<file path="src/sv/dlr_pkg.sv">
// ---------------------------------------------------------------------------
// dlr_pkg
// shared widths, constants, codes and control structs of the line rasterizer
// ---------------------------------------------------------------------------
package dlr_pkg;

	localparam int COORD_W   = 16;
	localparam int FRAC_W    = 16;
	localparam int ACC_W     = COORD_W + 1 + FRAC_W;   // accumulator, Q17.16
	localparam int INC_W     = FRAC_W + 2;             // signed per-step increment
	localparam int STEP_W    = COORD_W + 1;
	localparam int T_W       = FRAC_W + 1;             // line parameter, up to 1.0
	localparam int HGT_W     = 16;
	localparam int COLOR_W   = 24;
	localparam int IDX_W     = 24;
	localparam int FDIM_W    = 13;
	localparam int DIVD_W    = 41;                     // dividend / quotient
	localparam int DIVS_W    = 17;                     // divisor
	localparam int CNT_W     = $clog2(DIVD_W + 1);
	localparam int HUE_W     = FRAC_W + 7;
	localparam int BPROD_W   = 9 + T_W + 1;
	localparam int ZPROD_W   = (HGT_W + 1) + (T_W + 1);
	localparam int Z_W       = HGT_W + FRAC_W + 5;

	localparam logic [HUE_W-1:0]   HUE_MAX = HUE_W'(120 << FRAC_W);
	localparam logic [HUE_W-1:0]   SIXTY   = HUE_W'(60 << FRAC_W);
	localparam logic [ACC_W:0]     HALF_FX = (ACC_W+1)'(1) << (FRAC_W - 1);
	localparam logic [DIVD_W-1:0]  ONE_FX  = DIVD_W'(1) << FRAC_W;
	localparam logic [COLOR_W-1:0] CYAN    = 24'h0FFFFF;
	localparam logic [COLOR_W-1:0] WHITE   = 24'hFFFFFF;

	localparam logic MODE_LOAD = 1'b0;

	typedef enum logic [1:0] {
		CM_CONST = 2'd0,
		CM_BLEND = 2'd1,
		CM_HUE   = 2'd2,
		CM_WHITE = 2'd3
	} color_mode_t;

	typedef enum logic [2:0] {
		REG_FRAME_WIDTH  = 3'd0,
		REG_FRAME_HEIGHT = 3'd1,
		REG_COLOR_MODE   = 3'd2,
		REG_LOWEST       = 3'd3,
		REG_HIGHEST      = 3'd4
	} reg_idx_t;

	typedef enum logic [1:0] {
		SEL_X = 2'd0,
		SEL_Y = 2'd1,
		SEL_F = 2'd2,
		SEL_H = 2'd3
	} div_sel_t;

	typedef struct packed {
		logic [FDIM_W-1:0] frame_width;
		logic [FDIM_W-1:0] frame_height;
		color_mode_t       color_mode;
		logic [HGT_W-1:0]  lowest_height;
		logic [HGT_W-1:0]  highest_height;
	} dlr_cfg_t;

	typedef struct packed {
		logic     capture;
		logic     div_start;
		div_sel_t div_sel;
		logic     div_store;
		logic     activate;
		logic     pix_s1;
		logic     pix_s2;
		logic     pix_s3;
		logic     commit;
	} dlr_cmd_t;

	typedef struct packed {
		logic steps_zero;
		logic line_active;
		logic div_done;
		logic need_hue_div;
		logic out_full;
	} dlr_status_t;

endpackage

</file>
<file path="src/sv/dlr_div.sv">
// ---------------------------------------------------------------------------
// dlr_div
// restoring unsigned divider, one quotient bit per cycle
// ---------------------------------------------------------------------------
module dlr_div (
	input  logic                       clk,
	input  logic                       arst_n,
	input  logic                       start,
	input  logic [dlr_pkg::DIVD_W-1:0] dividend,
	input  logic [dlr_pkg::DIVS_W-1:0] divisor,
	output logic [dlr_pkg::DIVD_W-1:0] quotient,
	output logic                       done
);

	logic [dlr_pkg::DIVD_W-1:0] quot_q;
	logic [dlr_pkg::DIVS_W-1:0] rem_q;
	logic [dlr_pkg::DIVS_W-1:0] dvs_q;
	logic [dlr_pkg::CNT_W-1:0]  cnt_q;
	logic                       busy_q;
	logic                       done_q;
	logic [dlr_pkg::DIVS_W:0]   trial;
	logic                       fits;
	logic [dlr_pkg::DIVS_W:0]   diff;

	assign trial = {rem_q, quot_q[dlr_pkg::DIVD_W-1]};
	assign fits  = trial >= {1'b0, dvs_q};
	assign diff  = trial - {1'b0, dvs_q};

	always_ff @(posedge clk or negedge arst_n) begin
		if (!arst_n) begin
			busy_q <= 1'b0;
			done_q <= 1'b0;
			cnt_q  <= '0;
		end else begin
			done_q <= 1'b0;
			if (start) begin
				busy_q <= 1'b1;
				cnt_q  <= dlr_pkg::CNT_W'(dlr_pkg::DIVD_W);
			end else if (busy_q) begin
				cnt_q <= cnt_q - 1'b1;
				if (cnt_q == dlr_pkg::CNT_W'(1)) begin
					busy_q <= 1'b0;
					done_q <= 1'b1;
				end
			end
		end
	end

	// payload side, no reset
	always_ff @(posedge clk) begin
		if (start) begin
			quot_q <= dividend;
			rem_q  <= '0;
			dvs_q  <= divisor;
		end else if (busy_q) begin
			quot_q <= {quot_q[dlr_pkg::DIVD_W-2:0], fits};
			rem_q  <= fits ? diff[dlr_pkg::DIVS_W-1:0] : trial[dlr_pkg::DIVS_W-1:0];
		end
	end

	assign quotient = quot_q;
	assign done     = done_q;

endmodule

</file>
<file path="src/sv/dlr_datapath.sv">
// ---------------------------------------------------------------------------
// dlr_datapath
// line state, step arithmetic, colour stages and the output register
// ---------------------------------------------------------------------------
module dlr_datapath (
	input  logic                          clk,
	input  logic                          arst_n,
	input  dlr_pkg::dlr_cmd_t             cmd,
	output dlr_pkg::dlr_status_t          stat,
	input  dlr_pkg::dlr_cfg_t             cfg,
	input  logic [dlr_pkg::COORD_W-1:0]   x_start,
	input  logic [dlr_pkg::COORD_W-1:0]   y_start,
	input  logic [dlr_pkg::COORD_W-1:0]   x_end,
	input  logic [dlr_pkg::COORD_W-1:0]   y_end,
	input  logic [dlr_pkg::COLOR_W-1:0]   color_start,
	input  logic [dlr_pkg::COLOR_W-1:0]   color_end,
	input  logic [dlr_pkg::HGT_W-1:0]     height_start,
	input  logic [dlr_pkg::HGT_W-1:0]     height_end,
	input  logic                          out_stall,
	output logic                          out_valid,
	output logic [dlr_pkg::COORD_W-1:0]   pixel_x,
	output logic [dlr_pkg::COORD_W-1:0]   pixel_y,
	output logic [dlr_pkg::IDX_W-1:0]     pixel_index,
	output logic                          in_frame,
	output logic [dlr_pkg::COLOR_W-1:0]   pixel_color,
	output logic                          last
);

	localparam int CW   = dlr_pkg::COORD_W;
	localparam int FW   = dlr_pkg::FRAC_W;
	localparam int Z_WL = dlr_pkg::Z_W;

	// line state
	logic                               line_active_q;
	logic signed [dlr_pkg::ACC_W-1:0]   x_acc_q, y_acc_q;
	logic signed [dlr_pkg::INC_W-1:0]   x_inc_q, y_inc_q;
	logic [dlr_pkg::STEP_W-1:0]         step_idx_q, step_tot_q;
	logic [dlr_pkg::T_W-1:0]            finc_q, facc_q;
	logic [CW-1:0]                      ax_q, ay_q;
	logic                               dx_neg_q, dy_neg_q;
	logic [dlr_pkg::COLOR_W-1:0]        color_a_q, color_b_q;
	logic [dlr_pkg::HGT_W-1:0]          height_a_q, height_b_q;

	// capture arithmetic
	logic signed [CW:0] dx, dy;
	logic [CW:0]        adx, ady;

	assign dx  = $signed({x_end[CW-1], x_end}) - $signed({x_start[CW-1], x_start});
	assign dy  = $signed({y_end[CW-1], y_end}) - $signed({y_start[CW-1], y_start});
	assign adx = dx[CW] ? -dx : dx;
	assign ady = dy[CW] ? -dy : dy;

	// height range
	logic signed [dlr_pkg::HGT_W:0] den;
	logic [dlr_pkg::DIVS_W-1:0]     den_mag;
	logic                           den_zero;

	assign den      = $signed({cfg.highest_height[dlr_pkg::HGT_W-1], cfg.highest_height})
	                - $signed({cfg.lowest_height[dlr_pkg::HGT_W-1], cfg.lowest_height});
	assign den_mag  = den[dlr_pkg::HGT_W] ? dlr_pkg::DIVS_W'(-den) : dlr_pkg::DIVS_W'(den);
	assign den_zero = (den == '0);

	// shared divider
	logic [dlr_pkg::DIVD_W-1:0] div_dvd, div_quot;
	logic [dlr_pkg::DIVS_W-1:0] div_dvs;
	logic                       div_done;
	logic [dlr_pkg::DIVD_W-1:0] hue_num_s2;

	always_comb begin
		div_dvs = dlr_pkg::DIVS_W'(step_tot_q);
		unique case (cmd.div_sel)
			dlr_pkg::SEL_X: div_dvd = dlr_pkg::DIVD_W'({ax_q, {FW{1'b0}}})
			                        + dlr_pkg::DIVD_W'(step_tot_q >> 1);
			dlr_pkg::SEL_Y: div_dvd = dlr_pkg::DIVD_W'({ay_q, {FW{1'b0}}})
			                        + dlr_pkg::DIVD_W'(step_tot_q >> 1);
			dlr_pkg::SEL_F: div_dvd = dlr_pkg::ONE_FX;
			dlr_pkg::SEL_H: begin
				div_dvd = hue_num_s2;
				div_dvs = den_mag;
			end
			default: div_dvd = '0;
		endcase
	end

	dlr_div u_div (
		.clk      (clk),
		.arst_n   (arst_n),
		.start    (cmd.div_start),
		.dividend (div_dvd),
		.divisor  (div_dvs),
		.quotient (div_quot),
		.done     (div_done)
	);

	logic [dlr_pkg::T_W-1:0]  quot_mag;
	logic [dlr_pkg::INC_W-1:0] inc_pos;

	assign quot_mag = div_quot[dlr_pkg::T_W-1:0];
	assign inc_pos  = {1'b0, quot_mag};

	// stage 1: rounding, last mark, products
	logic signed [dlr_pkg::ACC_W:0]       xr, yr;
	logic signed [dlr_pkg::BPROD_W-1:0]   bprod [3];
	logic signed [dlr_pkg::HGT_W:0]       hdiff;
	logic signed [dlr_pkg::ZPROD_W-1:0]   zprod;
	logic signed [CW:0]                   px_s1, py_s1;
	logic                                 fin_s1;
	logic signed [dlr_pkg::BPROD_W-1:0]   bprod_s1 [3];
	logic signed [dlr_pkg::ZPROD_W-1:0]   zprod_s1;

	assign xr    = $signed({x_acc_q[dlr_pkg::ACC_W-1], x_acc_q}) + $signed(dlr_pkg::HALF_FX);
	assign yr    = $signed({y_acc_q[dlr_pkg::ACC_W-1], y_acc_q}) + $signed(dlr_pkg::HALF_FX);
	assign hdiff = $signed({height_b_q[dlr_pkg::HGT_W-1], height_b_q})
	             - $signed({height_a_q[dlr_pkg::HGT_W-1], height_a_q});
	assign zprod = hdiff * $signed({1'b0, facc_q});

	always_comb begin
		for (int ch = 0; ch < 3; ch++) begin
			bprod[ch] = $signed({1'b0, color_b_q[8*ch +: 8]} - {1'b0, color_a_q[8*ch +: 8]})
			          * $signed({1'b0, facc_q});
		end
	end

	// stage 2: clipping, frame index, blend, hue numerator
	logic                         frame_hit;
	logic [2*dlr_pkg::FDIM_W-1:0] row_base;
	logic [2*dlr_pkg::FDIM_W-1:0] idx_sum;
	logic [dlr_pkg::COLOR_W-1:0]  blend_c;
	logic signed [dlr_pkg::BPROD_W-1:0] badj [3];
	logic signed [Z_WL-1:0]       z_val;
	logic signed [Z_WL-1:0]       w_val;
	logic [Z_WL-1:0]              w_mag;
	logic                         inside_s2;
	logic [dlr_pkg::IDX_W-1:0]    idx_s2;
	logic [dlr_pkg::COLOR_W-1:0]  blend_s2;
	logic                         hue_neg_s2;

	assign frame_hit = !px_s1[CW] && !py_s1[CW]
	                && (px_s1[CW-1:0] < CW'(cfg.frame_width))
	                && (py_s1[CW-1:0] < CW'(cfg.frame_height));
	assign row_base = py_s1[dlr_pkg::FDIM_W-1:0] * cfg.frame_width;
	assign idx_sum  = row_base + (2*dlr_pkg::FDIM_W)'(px_s1[dlr_pkg::FDIM_W-1:0]);

	always_comb begin
		for (int ch = 0; ch < 3; ch++) begin
			// truncate toward zero
			badj[ch] = bprod_s1[ch] + (bprod_s1[ch][dlr_pkg::BPROD_W-1]
			         ? dlr_pkg::BPROD_W'({FW{1'b1}}) : dlr_pkg::BPROD_W'(0));
			blend_c[8*ch +: 8] = color_a_q[8*ch +: 8] + badj[ch][FW +: 8];
		end
	end

	assign z_val = $signed({{(Z_WL-dlr_pkg::HGT_W-FW){height_a_q[dlr_pkg::HGT_W-1]}},
	                        height_a_q, {FW{1'b0}}})
	             + $signed(Z_WL'(zprod_s1));
	assign w_val = z_val
	             - $signed({{(Z_WL-dlr_pkg::HGT_W-FW){cfg.lowest_height[dlr_pkg::HGT_W-1]}},
	                        cfg.lowest_height, {FW{1'b0}}});
	assign w_mag = w_val[Z_WL-1] ? -w_val : w_val;

	// stage 3: hue clamp and sector colour
	logic [dlr_pkg::HUE_W-1:0]   hue;
	logic [dlr_pkg::HUE_W-1:0]   hsel;
	logic [dlr_pkg::HUE_W+4:0]   hmul;
	logic [7:0]                  hr, hg, hfrac;
	logic [dlr_pkg::COLOR_W-1:0] color_s3;

	always_comb begin
		if (den_zero || hue_neg_s2) begin
			hue = dlr_pkg::HUE_MAX;
		end else if (div_quot >= dlr_pkg::DIVD_W'(dlr_pkg::HUE_MAX)) begin
			hue = '0;
		end else begin
			hue = dlr_pkg::HUE_MAX - div_quot[dlr_pkg::HUE_W-1:0];
		end
		hsel  = (hue < dlr_pkg::SIXTY) ? hue : (dlr_pkg::HUE_MAX - hue);
		// x * 255 / (60 << F) is x * 17 >> (F + 2)
		hmul  = ((dlr_pkg::HUE_W+5)'(hsel) << 4) + (dlr_pkg::HUE_W+5)'(hsel);
		hfrac = hmul[FW+2 +: 8];
		if (hue < dlr_pkg::SIXTY) begin
			hr = 8'hFF;
			hg = hfrac;
		end else begin
			hr = hfrac;
			hg = 8'hFF;
		end
	end

	// output register
	logic                        out_valid_q;
	logic [CW-1:0]               out_x_q, out_y_q;
	logic [dlr_pkg::IDX_W-1:0]   out_idx_q;
	logic                        out_in_q, out_last_q;
	logic [dlr_pkg::COLOR_W-1:0] out_color_q;

	always_ff @(posedge clk or negedge arst_n) begin
		if (!arst_n) begin
			line_active_q <= 1'b0;
			out_valid_q   <= 1'b0;
			x_acc_q       <= '0;
			y_acc_q       <= '0;
			x_inc_q       <= '0;
			y_inc_q       <= '0;
			step_idx_q    <= '0;
			step_tot_q    <= '0;
			finc_q        <= '0;
			facc_q        <= '0;
		end else begin
			if (out_valid_q && !out_stall) begin
				out_valid_q <= 1'b0;
			end
			if (cmd.capture) begin
				line_active_q <= 1'b0;
				x_acc_q       <= {x_start[CW-1], x_start, {FW{1'b0}}};
				y_acc_q       <= {y_start[CW-1], y_start, {FW{1'b0}}};
				step_idx_q    <= '0;
				facc_q        <= '0;
				x_inc_q       <= '0;
				y_inc_q       <= '0;
				finc_q        <= '0;
				step_tot_q    <= (adx > ady) ? adx : ady;
			end
			if (cmd.div_store) begin
				unique case (cmd.div_sel)
					dlr_pkg::SEL_X: x_inc_q <= dx_neg_q ? -inc_pos : inc_pos;
					dlr_pkg::SEL_Y: y_inc_q <= dy_neg_q ? -inc_pos : inc_pos;
					dlr_pkg::SEL_F: finc_q  <= quot_mag;
					default: ;
				endcase
			end
			if (cmd.activate) begin
				line_active_q <= 1'b1;
			end
			if (cmd.commit) begin
				out_valid_q <= 1'b1;
				x_acc_q     <= x_acc_q + dlr_pkg::ACC_W'(x_inc_q);
				y_acc_q     <= y_acc_q + dlr_pkg::ACC_W'(y_inc_q);
				step_idx_q  <= step_idx_q + 1'b1;
				facc_q      <= facc_q + finc_q;
				if (fin_s1) begin
					line_active_q <= 1'b0;
				end
			end
		end
	end

	always_ff @(posedge clk) begin
		if (cmd.capture) begin
			ax_q       <= adx[CW-1:0];
			ay_q       <= ady[CW-1:0];
			dx_neg_q   <= dx[CW];
			dy_neg_q   <= dy[CW];
			color_a_q  <= color_start;
			color_b_q  <= color_end;
			height_a_q <= height_start;
			height_b_q <= height_end;
		end
		if (cmd.pix_s1) begin
			px_s1    <= xr[FW +: CW+1];
			py_s1    <= yr[FW +: CW+1];
			fin_s1   <= dlr_pkg::STEP_W'(step_idx_q + 1'b1) >= step_tot_q;
			bprod_s1 <= bprod;
			zprod_s1 <= zprod;
		end
		if (cmd.pix_s2) begin
			inside_s2  <= frame_hit;
			idx_s2     <= frame_hit ? idx_sum[dlr_pkg::IDX_W-1:0] : '0;
			blend_s2   <= blend_c;
			hue_num_s2 <= (dlr_pkg::DIVD_W'(w_mag) << 7) - (dlr_pkg::DIVD_W'(w_mag) << 3);
			hue_neg_s2 <= w_val[Z_WL-1] ^ den[dlr_pkg::HGT_W];
		end
		if (cmd.pix_s3) begin
			unique case (cfg.color_mode)
				dlr_pkg::CM_CONST: color_s3 <= dlr_pkg::CYAN;
				dlr_pkg::CM_BLEND: color_s3 <= blend_s2;
				dlr_pkg::CM_HUE:   color_s3 <= {hr, hg, 8'h00};
				dlr_pkg::CM_WHITE: color_s3 <= dlr_pkg::WHITE;
				default:           color_s3 <= dlr_pkg::WHITE;
			endcase
		end
		if (cmd.commit) begin
			out_x_q     <= px_s1[CW-1:0];
			out_y_q     <= py_s1[CW-1:0];
			out_idx_q   <= idx_s2;
			out_in_q    <= inside_s2;
			out_color_q <= color_s3;
			out_last_q  <= fin_s1;
		end
	end

	assign stat.steps_zero   = (step_tot_q == '0);
	assign stat.line_active  = line_active_q;
	assign stat.div_done     = div_done;
	assign stat.need_hue_div = (cfg.color_mode == dlr_pkg::CM_HUE) && !den_zero;
	assign stat.out_full     = out_valid_q;

	assign out_valid   = out_valid_q;
	assign pixel_x     = out_x_q;
	assign pixel_y     = out_y_q;
	assign pixel_index = out_idx_q;
	assign in_frame    = out_in_q;
	assign pixel_color = out_color_q;
	assign last        = out_last_q;

endmodule

</file>
<file path="src/sv/dlr_ctrl.sv">
// ---------------------------------------------------------------------------
// dlr_ctrl
// sequencer for line setup divisions and the per-pixel stages
// ---------------------------------------------------------------------------
module dlr_ctrl (
	input  logic                 clk,
	input  logic                 arst_n,
	input  logic                 in_valid,
	input  logic                 in_mode,
	input  dlr_pkg::dlr_status_t stat,
	output dlr_pkg::dlr_cmd_t    cmd,
	output logic                 in_stall
);

	typedef enum logic [3:0] {
		ST_IDLE,
		ST_CALC,
		ST_DIV_X,
		ST_DIV_Y,
		ST_DIV_F,
		ST_PIX1,
		ST_PIX2,
		ST_DIV_H,
		ST_PIX3,
		ST_COMMIT
	} state_t;

	state_t state_q;
	logic   start_q;

	always_ff @(posedge clk or negedge arst_n) begin
		if (!arst_n) begin
			state_q <= ST_IDLE;
			start_q <= 1'b0;
		end else begin
			start_q <= 1'b0;
			unique case (state_q)
				ST_IDLE: begin
					if (in_valid) begin
						if (in_mode == dlr_pkg::MODE_LOAD) begin
							state_q <= ST_CALC;
						end else if (stat.line_active) begin
							state_q <= ST_PIX1;
						end
					end
				end
				ST_CALC: begin
					if (stat.steps_zero) begin
						state_q <= ST_IDLE;
					end else begin
						state_q <= ST_DIV_X;
						start_q <= 1'b1;
					end
				end
				ST_DIV_X: begin
					if (stat.div_done) begin
						state_q <= ST_DIV_Y;
						start_q <= 1'b1;
					end
				end
				ST_DIV_Y: begin
					if (stat.div_done) begin
						state_q <= ST_DIV_F;
						start_q <= 1'b1;
					end
				end
				ST_DIV_F: begin
					if (stat.div_done) begin
						state_q <= ST_IDLE;
					end
				end
				ST_PIX1: state_q <= ST_PIX2;
				ST_PIX2: begin
					if (stat.need_hue_div) begin
						state_q <= ST_DIV_H;
						start_q <= 1'b1;
					end else begin
						state_q <= ST_PIX3;
					end
				end
				ST_DIV_H: begin
					if (stat.div_done) begin
						state_q <= ST_PIX3;
					end
				end
				ST_PIX3: state_q <= ST_COMMIT;
				ST_COMMIT: begin
					if (!stat.out_full) begin
						state_q <= ST_IDLE;
					end
				end
				default: state_q <= ST_IDLE;
			endcase
		end
	end

	logic in_div_setup;

	assign in_div_setup = (state_q == ST_DIV_X) || (state_q == ST_DIV_Y)
	                   || (state_q == ST_DIV_F);

	assign in_stall      = (state_q != ST_IDLE);
	assign cmd.capture   = in_valid && (state_q == ST_IDLE) && (in_mode == dlr_pkg::MODE_LOAD);
	assign cmd.div_start = start_q;
	assign cmd.div_sel   = (state_q == ST_DIV_X) ? dlr_pkg::SEL_X :
	                       (state_q == ST_DIV_Y) ? dlr_pkg::SEL_Y :
	                       (state_q == ST_DIV_F) ? dlr_pkg::SEL_F : dlr_pkg::SEL_H;
	assign cmd.div_store = in_div_setup && stat.div_done;
	assign cmd.activate  = (state_q == ST_DIV_F) && stat.div_done;
	assign cmd.pix_s1    = (state_q == ST_PIX1);
	assign cmd.pix_s2    = (state_q == ST_PIX2);
	assign cmd.pix_s3    = (state_q == ST_PIX3);
	assign cmd.commit    = (state_q == ST_COMMIT) && !stat.out_full;

endmodule

</file>
<file path="src/sv/dda_line_rasterizer_unit.sv">
// ---------------------------------------------------------------------------
// dda_line_rasterizer_unit
// dda line rasterizer: load a line, then one pixel per step beat
// ---------------------------------------------------------------------------
// latency: a step beat gives its pixel through states PIX1, PIX2, PIX3 and COMMIT, with a
//   divider pass (DIV_H) after PIX2 in hue mode with a nonzero height range
// a load beat holds in_stall through CALC and, for a nonzero-length line, three divider passes
// throughput: one item at a time; in_stall stays high until the current beat is done,
//   including any wait on a full output register; setup and hue share one divider
// reset: arst_n clears control, line state and output valid; config registers
//   return to width 1024, height 768, mode 0, heights 0..255
// ---------------------------------------------------------------------------
module dda_line_rasterizer_unit (
	input  logic        clk,
	input  logic        arst_n,
	// apb config port
	input  logic        psel,
	input  logic        penable,
	input  logic        pwrite,
	input  logic [4:0]  paddr,
	input  logic [31:0] pwdata,
	output logic [31:0] prdata,
	output logic        pready,
	// input channel
	input  logic        in_valid,
	output logic        in_stall,
	input  logic        mode,
	input  logic [15:0] x_start,
	input  logic [15:0] y_start,
	input  logic [15:0] x_end,
	input  logic [15:0] y_end,
	input  logic [23:0] color_start,
	input  logic [23:0] color_end,
	input  logic [15:0] height_start,
	input  logic [15:0] height_end,
	// output channel
	output logic        out_valid,
	input  logic        out_stall,
	output logic [15:0] pixel_x,
	output logic [15:0] pixel_y,
	output logic [23:0] pixel_index,
	output logic        in_frame,
	output logic [23:0] pixel_color,
	output logic        last
);

	// config registers, to be written by the user only while idle; the block does not enforce it
	dlr_pkg::dlr_cfg_t cfg_q;
	dlr_pkg::reg_idx_t reg_sel;
	logic              cfg_wr;

	assign pready  = 1'b1;
	assign reg_sel = dlr_pkg::reg_idx_t'(paddr[4:2]);
	assign cfg_wr  = psel && penable && pwrite && pready;

	always_ff @(posedge clk or negedge arst_n) begin
		if (!arst_n) begin
			cfg_q.frame_width    <= 13'd1024;
			cfg_q.frame_height   <= 13'd768;
			cfg_q.color_mode     <= dlr_pkg::CM_CONST;
			cfg_q.lowest_height  <= 16'd0;
			cfg_q.highest_height <= 16'd255;
		end else if (cfg_wr) begin
			unique case (reg_sel)
				dlr_pkg::REG_FRAME_WIDTH:  cfg_q.frame_width    <= pwdata[12:0];
				dlr_pkg::REG_FRAME_HEIGHT: cfg_q.frame_height   <= pwdata[12:0];
				dlr_pkg::REG_COLOR_MODE:
					cfg_q.color_mode <= dlr_pkg::color_mode_t'(pwdata[1:0]);
				dlr_pkg::REG_LOWEST:       cfg_q.lowest_height  <= pwdata[15:0];
				dlr_pkg::REG_HIGHEST:      cfg_q.highest_height <= pwdata[15:0];
				default: ;
			endcase
		end
	end

	// register readback
	always_comb begin
		unique case (reg_sel)
			dlr_pkg::REG_FRAME_WIDTH:  prdata = 32'(cfg_q.frame_width);
			dlr_pkg::REG_FRAME_HEIGHT: prdata = 32'(cfg_q.frame_height);
			dlr_pkg::REG_COLOR_MODE:   prdata = 32'(cfg_q.color_mode);
			dlr_pkg::REG_LOWEST:       prdata = 32'(cfg_q.lowest_height);
			dlr_pkg::REG_HIGHEST:      prdata = 32'(cfg_q.highest_height);
			default:                   prdata = 32'd0;
		endcase
	end

	// controller and datapath talk only through these
	dlr_pkg::dlr_cmd_t    cmd;
	dlr_pkg::dlr_status_t stat;

	dlr_ctrl u_ctrl (
		.clk      (clk),
		.arst_n   (arst_n),
		.in_valid (in_valid),
		.in_mode  (mode),
		.stat     (stat),
		.cmd      (cmd),
		.in_stall (in_stall)
	);

	dlr_datapath u_dp (
		.clk          (clk),
		.arst_n       (arst_n),
		.cmd          (cmd),
		.stat         (stat),
		.cfg          (cfg_q),
		.x_start      (x_start),
		.y_start      (y_start),
		.x_end        (x_end),
		.y_end        (y_end),
		.color_start  (color_start),
		.color_end    (color_end),
		.height_start (height_start),
		.height_end   (height_end),
		.out_stall    (out_stall),
		.out_valid    (out_valid),
		.pixel_x      (pixel_x),
		.pixel_y      (pixel_y),
		.pixel_index  (pixel_index),
		.in_frame     (in_frame),
		.pixel_color  (pixel_color),
		.last         (last)
	);

endmodule

</file>
<file path="config.mk">
export PLATFORM = sky130hd
export DESIGN_NAME = dda_line_rasterizer_unit
export DESIGN_NICKNAME = d
export VERILOG_FILES = /design/src/sv/dlr_pkg.sv /design/src/sv/dlr_div.sv /design/src/sv/dlr_datapath.sv /design/src/sv/dlr_ctrl.sv /design/src/sv/dda_line_rasterizer_unit.sv
export SDC_FILE = /design/constraint.sdc
export NUM_CORES = 2
export LEC_CHECK = 0
export BUFFER_PORTS_ARGS = -buffer_cell sky130_fd_sc_hd__buf_2
export CAP_MARGIN = 20
export CORE_UTILIZATION = 30
export CTS_BUF_LIST = sky130_fd_sc_hd__clkbuf_16
export CTS_CLUSTER_SIZE = 25
export DETAILED_ROUTE_END_ITERATION = 10
export GPL_TIMING_DRIVEN = 0
export HOLD_SLACK_MARGIN = 0.15
export REMOVE_ABC_BUFFERS = 1
export SYNTH_ARGS = -nofsm -noshare
export SYNTH_HDL_FRONTEND = slang
export SYNTH_HIERARCHICAL = 1
export SYNTH_SLANG_ARGS = --single-unit
export TNS_END_PERCENT = 100
</file>
<file path="constraint.sdc">
create_clock -name clk -period 12.3 [get_ports clk]
set_input_delay 0.615 -clock clk [delete_from_list [all_inputs] [get_ports clk]]
set_output_delay 0.615 -clock clk [all_outputs]
set_load 0.01 [all_outputs]
</file>
==> flow_summary.ini <==
[clock_tree]
clock_path_buffers = 3
cts_tree = yes
path_clk_slew_ns = 0.06
cts_sinks = 773
h-tree-depth = 3
cts_resized = 0
ctsRootBufferMaster = clkbuf_16
cts-buffers-inserted = 96
clk-insertion-delay-late_ns = 0.77

[timing]
fmax_mhz = 93.2
slew_headroom_pct = 25.4
drv_slew = 0
finalHoldViolCount = 0
fin_crit_sh_pct = 87.3
rsz0062_at_grt = no
setup_tns_ns = 0
finalSetupViolCount = 0
holdWs_ns = 0.209
worst_pin_slew_ns = 1.11
fin_skew_ns = 0.0697
min_period_ns = 10.73
final.setup.worst_slack_ns = 1.57

[setup_path]
worst-path-max-fanout = 10
cp.arrival_ns = 11.21
path_class = register to register
r2r_cells = 39
critPathBufInv = 5
cpPeakStageDelay_ns = 0.83
slowest_stage = a32oi_1
endpoint_kind = register
crit_family = compound AO/OA/AOI/OAI gates
reg2reg_from = u_dp/height_a_q[0]
cp.required_ns = 12.77
r2r_slack_ns = 1.57
start_kind = register
r2r_end = u_dp/zprod_s1[30]
cpMostUsedCell = fa_1

[floorplanning]
core-area_mm2 = 0.269
die_area_mm2 = 0.273
fp.dieW_um = 522
start_util_pct = 30.3
ios = 306
die_y_um = 522
rows = 190

[min_path]
min-delay-start = pwdata[10]
hp-class = primary input to register
min_delay_worst_endpoint = cfg_q[57]
holdPathStages = 2

[global_routing]
grt_overflow = 0
grt_max_degree = 102
antenna_found_initial = 12
grt_pass1_vias = 63800
grt_first_pass_wirelength_um = 351000
grt_use_total_pct = 16.1

[synthesis]
synth-seq-area-share_pct = 26.9
avgSynthCellArea_um2 = 9.53
async_reset_ff_share_pct = 31.7
synth_flop_cell = edfxtp_1
synth_top_area_share_pct = 18.9
synth_cells = 8531
synth_edf_count = 511
ys_types = 127
ys_warn_count = 6
syn-cell-area_mm2 = 0.0813
synth_area_leaders = edfxtp_1 (19%), fa_1 (17%), ha_1 (13%), dfrtp_1 (7.2%), inv_1 (5.4%)
yosys.area.top_type = edfxtp_1
synth_seq_cells = 773

[placement]
dpl_worst_slack_ns = 1.70
io_buffers = 270
gp_congestion = 0.892
dp.cells = 12100
dpl.hpwl_um = 174000

[cells_and_area]
nets = 10500
drive_gt1_share_pct = 9.67
instances_no_fill = 12400
area_delta_synth_final_pct = 13.0

[routing]
final_antenna_net_count = 0
drt_iter0_markers = 4282
wl_um = 222000
vias = 62300
vias_per_cell = 5.02
post_drt_wl_per_cell_um = 17.9
drc_errors = 0
dr.pass1.iters = 6

[status]
status = finished clean

[job]
drv_cap = 0
## how the worst max path moves through the flow
stage | startpoint | to | depth (start not counted)
after detailed placement | u_dp/height_a_q[0] | u_dp/zprod_s1[30] | 39
after global routing | u_dp/height_a_q[0] | u_dp/zprod_s1[30] | 39
after floorplan | u_ctrl/state_q[1] | u_dp/step_idx_q[0] | 4
final | u_dp/height_a_q[0] | u_dp/zprod_s1[30] | 39
after CTS | u_dp/height_a_q[0] | u_dp/zprod_s1[30] | 39
after global placement | u_ctrl/state_q[1] | u_dp/step_idx_q[0] | 4
## logic make-up after synthesis
family / synth area share [%]
AND/OR/NAND/NOR: 15.6
buffers and inverters: 7.32
adder cells (fa/ha/maj): 30.1
AO/OA/AOI/OAI: 11.9
flip-flops: 26.9
XOR/XNOR: 5.84
multiplexers: 2.48
other: 0.00924
## registers in the layout, indices dropped and copies added (netlist names), 33 cells and up
signal and cells:
u_dp/x_acc_q 33, u_dp/hue_num_s2 38, u_dp/bprod_s1 75, u_dp/y_acc_q 33, cfg_q 60, u_dp/zprod_s1 35, u_dp/u_div/quotient 41
## cell usage in the layout, fill, tap and decap left out, types with 69 or more instances in the layout
cell type      count
buf_2            270
o21bai_1          71
edfxtp_1         511
mux2_2           100
mux2i_1           69
dfrtp_1          216
a21o_1           171
and3_1            88
o21ai_0          292
nor2_1           348
a21oi_1          348
nand3_1          213
ha_1             827
fa_1             704
xor2_1           195
xnor2_1          329
nand2_1          853
inv_1           1180
nor3_1           124
dlygate4sd3_1    103
nor2b_1           98
clkbuf_16         96
nand2b_1         169
and2_1           326
## routing by layer
metal	part of all wire, %	wire (um)	GRT usage (%)
met1	45	100000	21.6
met2	45	101000	26.3
met3	6.0	13300	2.55
met4	3.2	7140	5.25
met5	0.031	69	0
## per-stage QoR
step,instance area (um^2),utilization (%)
floorplan,79800,-
global placement,85600,31.9
detailed placement,87500,32.6
CTS,91900,34.2
global route,91900,34.2
finish,91900,34.2
## synth_stat cells (20+ instances only)
cell	n
inv_1	1170
nand2_1	854
ha_1	827
fa_1	704
edfxtp_1	511
a21oi_1	353
nor2_1	352
xnor2_1	340
and2_1	326
clkbuf_1	303
o21ai_0	293
dfrtp_1	234
nand3_1	213
xor2_1	202
a21o_1	171
nand2b_1	169
nor3_1	126
mux2_2	100
nor2b_1	98
and3_1	88
o21bai_1	71
mux2i_1	69
a211oi_1	59
o21a_1	56
a31oi_1	53
a22o_1	48
nand4_1	45
or3_1	45
nor4_1	38
o31ai_1	32
or2_2	30
o2111ai_1	25
buf_4	24
o22ai_1	24
o211ai_1	23
buf_1	22
o21ai_1	21
a31o_2	20
## cell type report
type | count | area, um^2
diodes | 4 | 10.0
repair buffers | 495 | 3990
clock buffers | 96 | 2400
well taps | 3552 | 4440
clock inverters | 85 | 968
fillers | 27200 | 177000
multi-input cells | 6230 | 53800
inverters | 1174 | 4410
flip-flops and latches | 773 | 21900
## what timing repair did
item / CTS / global route
setup buffers: 0 / 0
hold buffers: 103 / 0
setup endpoints to repair: 0 / 0
endpoints found under the hold margin: 199 / 0
Power is left out: the tool's default activity adds up to more than one toggle a clock period on the data nets, which glitch-free logic cannot reach.
